$ cat config.mk
export PLATFORM = sky130hd
export DESIGN_NAME = header_field_locator
export DESIGN_NICKNAME = d
export VERILOG_FILES = /design/src/rtl/hfl_pkg.sv /design/src/rtl/hfl_cfg_regs.sv /design/src/rtl/hfl_scan.sv /design/src/rtl/header_field_locator.sv
export SDC_FILE = /design/constraint.sdc
export NUM_CORES = 1
export LEC_CHECK = 0
export BUFFER_PORTS_ARGS = -buffer_cell sky130_fd_sc_hd__clkbuf_2
export CORE_MARGIN = 2
export CORE_UTILIZATION = 45
export DETAILED_ROUTE_END_ITERATION = 8
export GPL_TIMING_DRIVEN = 0
export PLACE_DENSITY_LB_ADDON = 0.15
export SLEW_MARGIN = 20
export SYNTH_ARGS = -nofsm -noshare
export SYNTH_HDL_FRONTEND = slang
export SYNTH_SLANG_ARGS = --single-unit
$ cat constraint.sdc
create_clock -name clk_i -period 7.77 [get_ports clk_i]
set_clock_uncertainty 0.2 [all_clocks]
set_input_delay 0.3885 -clock clk_i [delete_from_list [all_inputs] [get_ports clk_i]]
set_output_delay 0.3885 -clock clk_i [all_outputs]
set_load 0.005 [all_outputs]
$ cat src/rtl/hfl_pkg.sv
package hfl_pkg;

  // Character codes used by the scanner
  localparam logic [7:0] ChUpperA = 8'h41;
  localparam logic [7:0] ChUpperZ = 8'h5A;
  localparam logic [7:0] ChColon  = 8'h3A;
  localparam logic [7:0] ChLf     = 8'h0A;
  localparam logic [7:0] ChCr     = 8'h0D;
  localparam logic [7:0] ChTab    = 8'h09;
  localparam logic [7:0] ChSpace  = 8'h20;
  localparam logic [7:0] CaseDiff = 8'h20;

  // Width of the offsets carried in a result item
  localparam int unsigned FieldBits = 16;

  // Configuration register indexes
  typedef enum logic [1:0] {
    CFG_NAME_LOW  = 2'd0,
    CFG_NAME_HIGH = 2'd1,
    CFG_NAME_LEN  = 2'd2,
    CFG_FIRST     = 2'd3
  } cfg_idx_e;

  // Scan phases
  typedef enum logic [2:0] {
    PH_LINE      = 3'd0,
    PH_SKIP      = 3'd1,
    PH_COLON     = 3'd2,
    PH_COLON_TAB = 3'd3,
    PH_LEAD      = 3'd4,
    PH_VALUE     = 3'd5
  } phase_e;

  typedef struct packed {
    logic [63:0] name_low;
    logic [63:0] name_high;
    logic [4:0]  name_len;
    logic        first_only;
  } cfg_t;

  typedef struct packed {
    logic                 emit;
    logic                 found;
    logic [FieldBits-1:0] value_start;
    logic [FieldBits-1:0] value_end;
    logic [FieldBits-1:0] name_end;
    logic                 done;
  } res_t;

  // Fold 'A'..'Z' to lower case, leave everything else alone
  function automatic logic [7:0] fold(input logic [7:0] c);
    logic [7:0] r;
    r = c;
    if (c >= ChUpperA && c <= ChUpperZ) begin
      r = c + CaseDiff;
    end
    return r;
  endfunction

endpackage

$ cat src/rtl/hfl_cfg_regs.sv
module hfl_cfg_regs (
  input  logic                 clk_i,
  input  logic                 rst_ni,
  input  logic                 cfg_valid_i,
  output logic                 cfg_ready_o,
  input  logic [1:0]           cfg_index_i,
  input  logic [63:0]          cfg_data_i,
  output hfl_pkg::cfg_t        cfg_o
);

  hfl_pkg::cfg_t cfg_q;

  assign cfg_ready_o = 1'b1;
  assign cfg_o       = cfg_q;

  // Write the addressed register
  always_ff @(posedge clk_i or negedge rst_ni) begin
    if (!rst_ni) begin
      cfg_q <= '0;
    end else if (cfg_valid_i) begin
      case (hfl_pkg::cfg_idx_e'(cfg_index_i))
        hfl_pkg::CFG_NAME_LOW:  cfg_q.name_low   <= cfg_data_i;
        hfl_pkg::CFG_NAME_HIGH: cfg_q.name_high  <= cfg_data_i;
        hfl_pkg::CFG_NAME_LEN:  cfg_q.name_len   <= cfg_data_i[4:0];
        hfl_pkg::CFG_FIRST:     cfg_q.first_only <= cfg_data_i[0];
        default: ;
      endcase
    end
  end

endmodule

$ cat src/rtl/hfl_scan.sv
module hfl_scan #(
  parameter int unsigned MAX_NAME_LEN = 16,
  parameter int unsigned OFFSET_BITS  = 16
) (
  input  logic          clk_i,
  input  logic          rst_ni,
  input  logic          step_i,
  input  logic [7:0]    byte_i,
  input  logic          last_i,
  input  hfl_pkg::cfg_t cfg_i,
  output hfl_pkg::res_t res_o
);

  localparam logic [OFFSET_BITS-1:0] OffMax = {OFFSET_BITS{1'b1}};
  localparam logic [4:0] MaxLen = 5'(MAX_NAME_LEN);
  localparam int unsigned FW = hfl_pkg::FieldBits;

  hfl_pkg::phase_e        phase_q, phase_d;
  logic [OFFSET_BITS-1:0] off_q, off_d;
  logic [4:0]             mc_q, mc_d;
  logic [OFFSET_BITS-1:0] name_end_q, name_end_d;
  logic [OFFSET_BITS-1:0] vstart_q, vstart_d;
  logic                   stop_q, stop_d;

  logic [OFFSET_BITS-1:0] off_inc;
  logic [OFFSET_BITS-1:0] v_end;
  logic [4:0]             len;
  logic [127:0]           name_chars;
  logic [7:0]             name_byte;
  logic                   hit;
  logic                   is_eol;

  function automatic logic [FW-1:0] OffMaxField();
    return {FW{1'b1}};
  endfunction

  // Clip an offset to the result field width
  function automatic logic [FW-1:0] clip(input logic [OFFSET_BITS-1:0] v);
    logic [32:0] w;
    w = 33'(v);
    return (w > 33'(OffMaxField())) ? OffMaxField() : w[FW-1:0];
  endfunction

  assign off_inc    = (off_q == OffMax) ? off_q : off_q + 1'b1;
  assign len        = (cfg_i.name_len > MaxLen) ? MaxLen : cfg_i.name_len;
  assign name_chars = {cfg_i.name_high, cfg_i.name_low};
  assign name_byte  = name_chars[{mc_q[3:0], 3'b000} +: 8];
  assign is_eol     = (byte_i == hfl_pkg::ChCr) || (byte_i == hfl_pkg::ChLf);

  // Advance the scan by one byte
  always_comb begin
    phase_d    = phase_q;
    mc_d       = mc_q;
    name_end_d = name_end_q;
    vstart_d   = vstart_q;
    stop_d     = stop_q;
    hit        = 1'b0;
    v_end      = '0;

    if (!stop_q) begin
      case (phase_q)
        hfl_pkg::PH_LINE: begin
          if (mc_q < len && hfl_pkg::fold(byte_i) == hfl_pkg::fold(name_byte)) begin
            mc_d = mc_q + 5'd1;
            if (mc_q + 5'd1 == len) begin
              name_end_d = off_inc;
              phase_d    = hfl_pkg::PH_COLON;
            end
          end else begin
            mc_d    = '0;
            phase_d = (byte_i == hfl_pkg::ChLf) ? hfl_pkg::PH_LINE : hfl_pkg::PH_SKIP;
          end
        end
        hfl_pkg::PH_COLON, hfl_pkg::PH_COLON_TAB: begin
          if (byte_i == hfl_pkg::ChSpace) begin
            phase_d = phase_q;
          end else if (byte_i == hfl_pkg::ChTab) begin
            phase_d = hfl_pkg::PH_COLON_TAB;
          end else if (byte_i == hfl_pkg::ChColon) begin
            if (phase_q == hfl_pkg::PH_COLON_TAB) begin
              stop_d = 1'b1;
            end else begin
              phase_d = hfl_pkg::PH_LEAD;
            end
          end else begin
            phase_d = (byte_i == hfl_pkg::ChLf) ? hfl_pkg::PH_LINE : hfl_pkg::PH_SKIP;
          end
          mc_d = '0;
        end
        hfl_pkg::PH_LEAD: begin
          if (byte_i != hfl_pkg::ChSpace) begin
            vstart_d = off_q;
            if (is_eol) begin
              hit     = 1'b1;
              v_end   = off_q;
              phase_d = hfl_pkg::PH_LINE;
            end else begin
              phase_d = hfl_pkg::PH_VALUE;
            end
          end
        end
        hfl_pkg::PH_VALUE: begin
          if (is_eol) begin
            hit     = 1'b1;
            v_end   = off_q;
            phase_d = hfl_pkg::PH_LINE;
          end
        end
        default: begin
          if (byte_i == hfl_pkg::ChLf) begin
            phase_d = hfl_pkg::PH_LINE;
            mc_d    = '0;
          end
        end
      endcase

      // Close an open value at the end of the block
      if (last_i && !hit && !stop_d) begin
        if (phase_d == hfl_pkg::PH_LEAD) begin
          vstart_d = off_inc;
          v_end    = off_inc;
          hit      = 1'b1;
        end else if (phase_d == hfl_pkg::PH_VALUE) begin
          v_end = off_inc;
          hit   = 1'b1;
        end
      end

      if (hit && cfg_i.first_only) begin
        stop_d = 1'b1;
      end
    end

    off_d = off_inc;
  end

  // Build the result for this byte
  always_comb begin
    res_o.emit        = hit || last_i;
    res_o.found       = hit;
    res_o.value_start = hit ? clip(vstart_d) : '0;
    res_o.value_end   = hit ? clip(v_end) : '0;
    res_o.name_end    = hit ? clip(name_end_d) : '0;
    res_o.done        = last_i;
  end

  // Hold the scan state; drop back to the block start after the last byte
  always_ff @(posedge clk_i or negedge rst_ni) begin
    if (!rst_ni) begin
      phase_q    <= hfl_pkg::PH_LINE;
      off_q      <= '0;
      mc_q       <= '0;
      name_end_q <= '0;
      vstart_q   <= '0;
      stop_q     <= 1'b0;
    end else if (step_i) begin
      if (last_i) begin
        phase_q    <= hfl_pkg::PH_LINE;
        off_q      <= '0;
        mc_q       <= '0;
        name_end_q <= '0;
        vstart_q   <= '0;
        stop_q     <= 1'b0;
      end else begin
        phase_q    <= phase_d;
        off_q      <= off_d;
        mc_q       <= mc_d;
        name_end_q <= name_end_d;
        vstart_q   <= vstart_d;
        stop_q     <= stop_d;
      end
    end
  end

  // The block end returns the scan to its start
  a_block_restart: assert property (@(posedge clk_i) disable iff (!rst_ni)
    step_i && last_i |=> off_q == '0 && phase_q == hfl_pkg::PH_LINE && !stop_q)
    else $error("scan state not cleared after block end");

  // The match count never passes the name length cap
  a_match_bound: assert property (@(posedge clk_i) disable iff (!rst_ni)
    mc_q <= MaxLen)
    else $error("match count beyond name length cap");

endmodule

$ cat src/rtl/header_field_locator.sv
// Header field locator: scans a header block one byte per item and reports
// the value span of each line with the configured name, or of the first only.
//
// Input channel s_axis: one byte in tdata, tlast on the final byte of a block.
// Output channel m_axis: tdata = {name_end, value_end, value_start}, tuser =
// found, tlast = done. A result item comes out for each hit and for the last
// byte of every block; other bytes give no result item.
// Configuration channel cfg: register index and 64-bit data, always ready;
// write only while no block is in flight.
//
// A byte is held in the input register, and its result is captured in the
// output register. Throughput is one byte per cycle while the receiver does
// not stall, set by the compare and phase update in the scanner.
// Reset clears the scan state, the configuration and both valid flags.
// When the receiver stalls, the held result stays on m_axis and bytes that
// make no result still pass; a byte that makes a result waits in the input
// register, and s_axis_tready drops once that register is full.
module header_field_locator #(
  parameter int unsigned MAX_NAME_LEN = 16,
  parameter int unsigned OFFSET_BITS  = 16
) (
  input  logic        clk_i,
  input  logic        rst_ni,
  input  logic        s_axis_tvalid,
  output logic        s_axis_tready,
  input  logic [7:0]  s_axis_tdata,  // [7:0] data_byte
  input  logic        s_axis_tlast,
  output logic        m_axis_tvalid,
  input  logic        m_axis_tready,
  output logic [47:0] m_axis_tdata,  // [15:0] value_start, [31:16] value_end, [47:32] name_end
  output logic        m_axis_tuser,  // [0] found
  output logic        m_axis_tlast,
  input  logic        cfg_valid_i,
  output logic        cfg_ready_o,
  input  logic [1:0]  cfg_index_i,
  input  logic [63:0] cfg_data_i
);

  hfl_pkg::cfg_t cfg;
  hfl_pkg::res_t res;

  logic        in_valid_q;
  logic [7:0]  byte_q;
  logic        last_q;
  logic        out_valid_q;
  logic [47:0] out_data_q;
  logic        out_found_q;
  logic        out_done_q;
  logic        accept_in;
  logic        advance;

  hfl_cfg_regs u_cfg (
    .clk_i       (clk_i),
    .rst_ni      (rst_ni),
    .cfg_valid_i (cfg_valid_i),
    .cfg_ready_o (cfg_ready_o),
    .cfg_index_i (cfg_index_i),
    .cfg_data_i  (cfg_data_i),
    .cfg_o       (cfg)
  );

  hfl_scan #(
    .MAX_NAME_LEN (MAX_NAME_LEN),
    .OFFSET_BITS  (OFFSET_BITS)
  ) u_scan (
    .clk_i  (clk_i),
    .rst_ni (rst_ni),
    .step_i (advance),
    .byte_i (byte_q),
    .last_i (last_q),
    .cfg_i  (cfg),
    .res_o  (res)
  );

  // Move a byte on when it makes no result or the output register is free
  assign advance       = in_valid_q && (!res.emit || !out_valid_q || m_axis_tready);
  assign s_axis_tready = !in_valid_q || advance;
  assign accept_in     = s_axis_tvalid && s_axis_tready;

  // Input register
  always_ff @(posedge clk_i or negedge rst_ni) begin
    if (!rst_ni) begin
      in_valid_q <= 1'b0;
    end else if (accept_in) begin
      in_valid_q <= 1'b1;
    end else if (advance) begin
      in_valid_q <= 1'b0;
    end
  end

  always_ff @(posedge clk_i) begin
    if (accept_in) begin
      byte_q <= s_axis_tdata;
      last_q <= s_axis_tlast;
    end
  end

  // Output register
  always_ff @(posedge clk_i or negedge rst_ni) begin
    if (!rst_ni) begin
      out_valid_q <= 1'b0;
    end else if (advance && res.emit) begin
      out_valid_q <= 1'b1;
    end else if (m_axis_tready) begin
      out_valid_q <= 1'b0;
    end
  end

  always_ff @(posedge clk_i) begin
    if (advance && res.emit) begin
      out_data_q  <= {res.name_end, res.value_end, res.value_start};
      out_found_q <= res.found;
      out_done_q  <= res.done;
    end
  end

  assign m_axis_tvalid = out_valid_q;
  assign m_axis_tdata  = out_data_q;
  assign m_axis_tuser  = out_found_q;
  assign m_axis_tlast  = out_done_q;

  // A result without a hit carries no offsets
  a_miss_zero: assert property (@(posedge clk_i) disable iff (!rst_ni)
    m_axis_tvalid && !m_axis_tuser |-> m_axis_tdata == '0)
    else $error("offsets set on a result without a hit");

  // The value never starts before the name ends or after it closes
  a_span_order: assert property (@(posedge clk_i) disable iff (!rst_ni)
    m_axis_tvalid && m_axis_tuser |->
      m_axis_tdata[47:32] <= m_axis_tdata[15:0] && m_axis_tdata[15:0] <= m_axis_tdata[31:16])
    else $error("value span out of order");

  // A waiting byte that makes a result never overwrites a stalled output
  a_no_overrun: assert property (@(posedge clk_i) disable iff (!rst_ni)
    out_valid_q && !m_axis_tready && in_valid_q && res.emit |-> !advance)
    else $error("stalled result overwritten");

endmodule
==> summary.txt <==
Status
  • Status: finished, final reports clean

Yosys
  • Asr flop ratio synth: 0.766
  • Largest family of logic cells by synthesized area: multiplexers
  • Unique masters post-synth: 73
  • Post-synthesis xor/xnor area fraction: 0.0181
  • Synth Area in Simple Gates: 0.116
  • Post-Syn Area: 12600 µm²
  • Number of synthesized flops with an enable pin: 59
  • Seq cells post-synth: 252
  • Syn_area_per_cell: 11.7 µm²
  • Synth Area in Compound Gates: 0.108
  • Post-synthesis mux area share: 0.189
  • Net Count, Synth: 1158
  • Seq/Total Area, Yosys: 0.526
  • Synth Flop Type: dfrtp_1
  • Post-Synth Adder-Cell Area: 0.00897
  • Yosys top cell area share: 0.385
  • Synth warnings: 0
  • Cells after synthesis: 1069
  • Cell taking the most area after synthesis: dfrtp_1
  • Synth top area cells: dfrtp_1 (38%), edfxtp_1 (14%), mux2_2 (12%), mux4_2 (5.9%), nand2_1 (2.8%)

Final layout
  • Highest-count cells in the layout ignoring fill and taps: dfrtp_1 (193), mux2_2 (136), clkbuf_2 (131)
  • Sequential standard cell area: 6600 µm²
  • Commonest non-fill, non-tap cell in the layout: dfrtp_1
  • Layout Nets: 1400
  • N_diodes: 0
  • Finished Layout Cells: 1710
  • Final Cell Area: 15500 µm²
  • Area growth from synthesis to layout: 23.7%
  • Multi-input logic area: 5530 µm²
  • FILL cells: 2423
  • Share of layout cells above drive strength 1: 0.293

Timing
  • RSZ-0062 raised after global routing: no
  • Pins over their slew limit: 0
  • Least-Margin Pin Slew: 1.09 ns
  • Hold_ws: 0.0587 ns
  • Setup violators final: 0
  • Fin crit period: 4.61 ns
  • Slew headroom: 0.270
  • Final hold violation count: 0
  • Final worst-path cycle share: 0.593
  • Setup TNS: 0 ns
  • Maximum clock rate: 217 MHz

Floorplan
  • Die ar.: 29300 µm²
  • FP Rows: 61
  • Core area: 27600 µm²
  • I/O Pins: 133
  • Die Height: 171 µm
  • Die Wd: 171 µm
  • Initial Util: 0.454

Worst setup path
  • Type of origin of the critical path: flip-flop
  • Critical path arrival: 4.71 ns
  • Worst R2R Path Depth: 10
  • Crit. Startpoint: byte_q[0]
  • Critical Path Fanout Max: 29
  • Worst Setup EP: m_axis_tuser
  • R2r setup slk: 3.16 ns
  • Crit Path Category: flip-flop to flip-flop
  • R2R Path Start: byte_q[0]
  • Reg2reg end: m_axis_tuser
  • Critical path data required time: 7.87 ns
  • Crit end category: flip-flop

Place
  • Placed instance area: 13800 µm²
  • Post-DP HPWL: 24000 µm
  • GPL Wtd Cong: 0.913
  • # port buffers: 131
  • # placed instances: 1581

Global route
  • Global-route wire length before repair: 53000 µm
  • Vias in the first global route: 9403
  • Total track usage: 0.234
  • Largest net degree at the start of global routing: 86
  • GRT overflow: 0
  • Initial antenna violation count: 0

CTS
  • Post_cts resized: 0
  • Root buffer cell: clkbuf_16
  • CTS tree: done
  • Clock latency on the worst-skew pair: 0.56 ns
  • Clk sinks: 252
  • Cts bufs inserted: 28
  • Setup bufs post-CTS: 0
  • Clk buf depth: 3
  • Deepest level of the CTS H-tree: 1
  • Register clock-pin slew on the reported worst setup and hold paths: 0.06 ns

Power
  • Pleak: 6.29 nW
  • Max VDD drop: 0.176 mV
  • Pwr dens: 227 nW/µm²
  • Total Power: 3.52 mW

Route
  • Via count: 9486
  • Initial DRC count: 632
  • DR pass1 iterations: 5
  • DRC viols: 0
  • Post-route antenna net violation count: 0
  • Routed len/inst: 19.6 µm
  • Post-DR vias/cell: 5.55
  • Routed WL: 33500 µm

Worst hold path
  • Hold Path Class: primary input to flip-flop

Flow run
  • Max cap viols: 0
-- metrics by stage --
stage	utilization	worst slack, ns
4_1_cts	0.562	3.21
2_1_floorplan	-	3.05
6_report	0.562	3.16
5_1_grt	0.562	2.92
3_3_place_gp	0.495	1.46
3_5_place_dp	0.499	3.24
-- cell families after synthesis --
kind of cell             after synthesis
AO/OA/AOI/OAI                        201
multiplexers                         179
other                                  1
adder cells (fa/ha/maj)                9
XOR/XNOR                              26
buffers and inverters                 96
AND/OR/NAND/NOR                      305
flip-flops                           252
-- area by class of cell --
cell class / count / area share
buffer: 76 / 0.0228
clock buffer: 43 / 0.0526
clock inverter: 8 / 0.00999
inverter: 20 / 0.00483
multi-input combinational: 721 / 0.356
sequential: 252 / 0.425
tap: 378 / 0.0305
timing repair buffer: 212 / 0.0979
-- flip-flops by register name, indices dropped and copies added, names as in the netlist, 3 cells and up --
register,flops
byte_q,8
m_axis_tdata,48
u_cfg.cfg_o,134
u_scan.mc_q,5
u_scan.name_end_q,16
u_scan.off_q,16
u_scan.phase_q,3
u_scan.vstart_q,16
-- synth_stat cells (3+ instances only) --
| cell | count |
|---|---|
| ha_1 | 9 |
| inv_1 | 18 |
| nand3_1 | 29 |
| nand4_1 | 7 |
| o21ai_0 | 39 |
| a311o_1 | 4 |
| a31o_2 | 3 |
| buf_6 | 4 |
| a22oi_1 | 14 |
| nand2b_1 | 8 |
| nor3_1 | 41 |
| xor2_1 | 3 |
| mux2_2 | 136 |
| nor4_1 | 4 |
| o31ai_1 | 4 |
| a22o_1 | 7 |
| buf_4 | 5 |
| nor2_1 | 70 |
| edfxtp_1 | 59 |
| mux2i_1 | 10 |
| o211ai_1 | 24 |
| dfrtp_1 | 193 |
| a211o_1 | 3 |
| nand3b_1 | 5 |
| and3_1 | 9 |
| clkbuf_1 | 47 |
| o21ai_1 | 4 |
| o21a_1 | 11 |
| nor2b_1 | 10 |
| nand2_1 | 93 |
| mux4_2 | 33 |
| xnor2_1 | 23 |
| a21oi_1 | 50 |
| and2_1 | 6 |
| o31a_1 | 6 |
| a31oi_1 | 3 |
| or4_1 | 3 |
| buf_2 | 15 |
| or3_1 | 5 |
| or2_2 | 4 |
| o41ai_1 | 4 |
| buf_1 | 4 |
-- power by group --
part | internal, mW | switching (mW)
registers | 1.53 | 0.0940
logic | 0.269 | 0.232
clock network | 0.854 | 0.545
total | 2.65 | 0.870
-- critical path, cell delays in order (launching register included) --
cell and delay, ns:
edfxtp_1 0.50, or3b_2 0.49, clkbuf_1 0.19, a2111oi_2 0.65
a21oi_1 0.30, o21ai_0 0.60, buf_2 0.34, buf_2 0.27
buf_2 0.35, nor2_4 0.21, buf_12 0.23
-- worst min-delay path by stage --
stage | start | end | cells after the start
2_1_floorplan | rst_ni | in_valid_q | 0
3_3_place_gp | u_scan.vstart_q[11] | u_scan.vstart_q[11] | 1
3_5_place_dp | rst_ni | u_cfg.cfg_o[29] | 1
4_1_cts | m_axis_tready | m_axis_tvalid | 3
5_1_grt | m_axis_tready | m_axis_tvalid | 3
6_report | m_axis_tready | m_axis_tvalid | 3
-- repair_timing --
| action | CTS | global route |
|---|---|---|
| hold buffers | 78 | 0 |
| endpoints found under the setup margin | 0 | 0 |
| endpoints found under the hold margin | 252 | 0 |
-- per-layer routing --
layer | vias up | share of wire | track usage
met2 | 266 | 0.48 | 0.395
met4 | 0 | 0.040 | 0.0840
li1 | 4418 | - | -
met1 | 4729 | 0.43 | 0.315
met3 | 73 | 0.043 | 0.0261
met5 | - | 0 | 0
(Power assumes the default switching activity.)
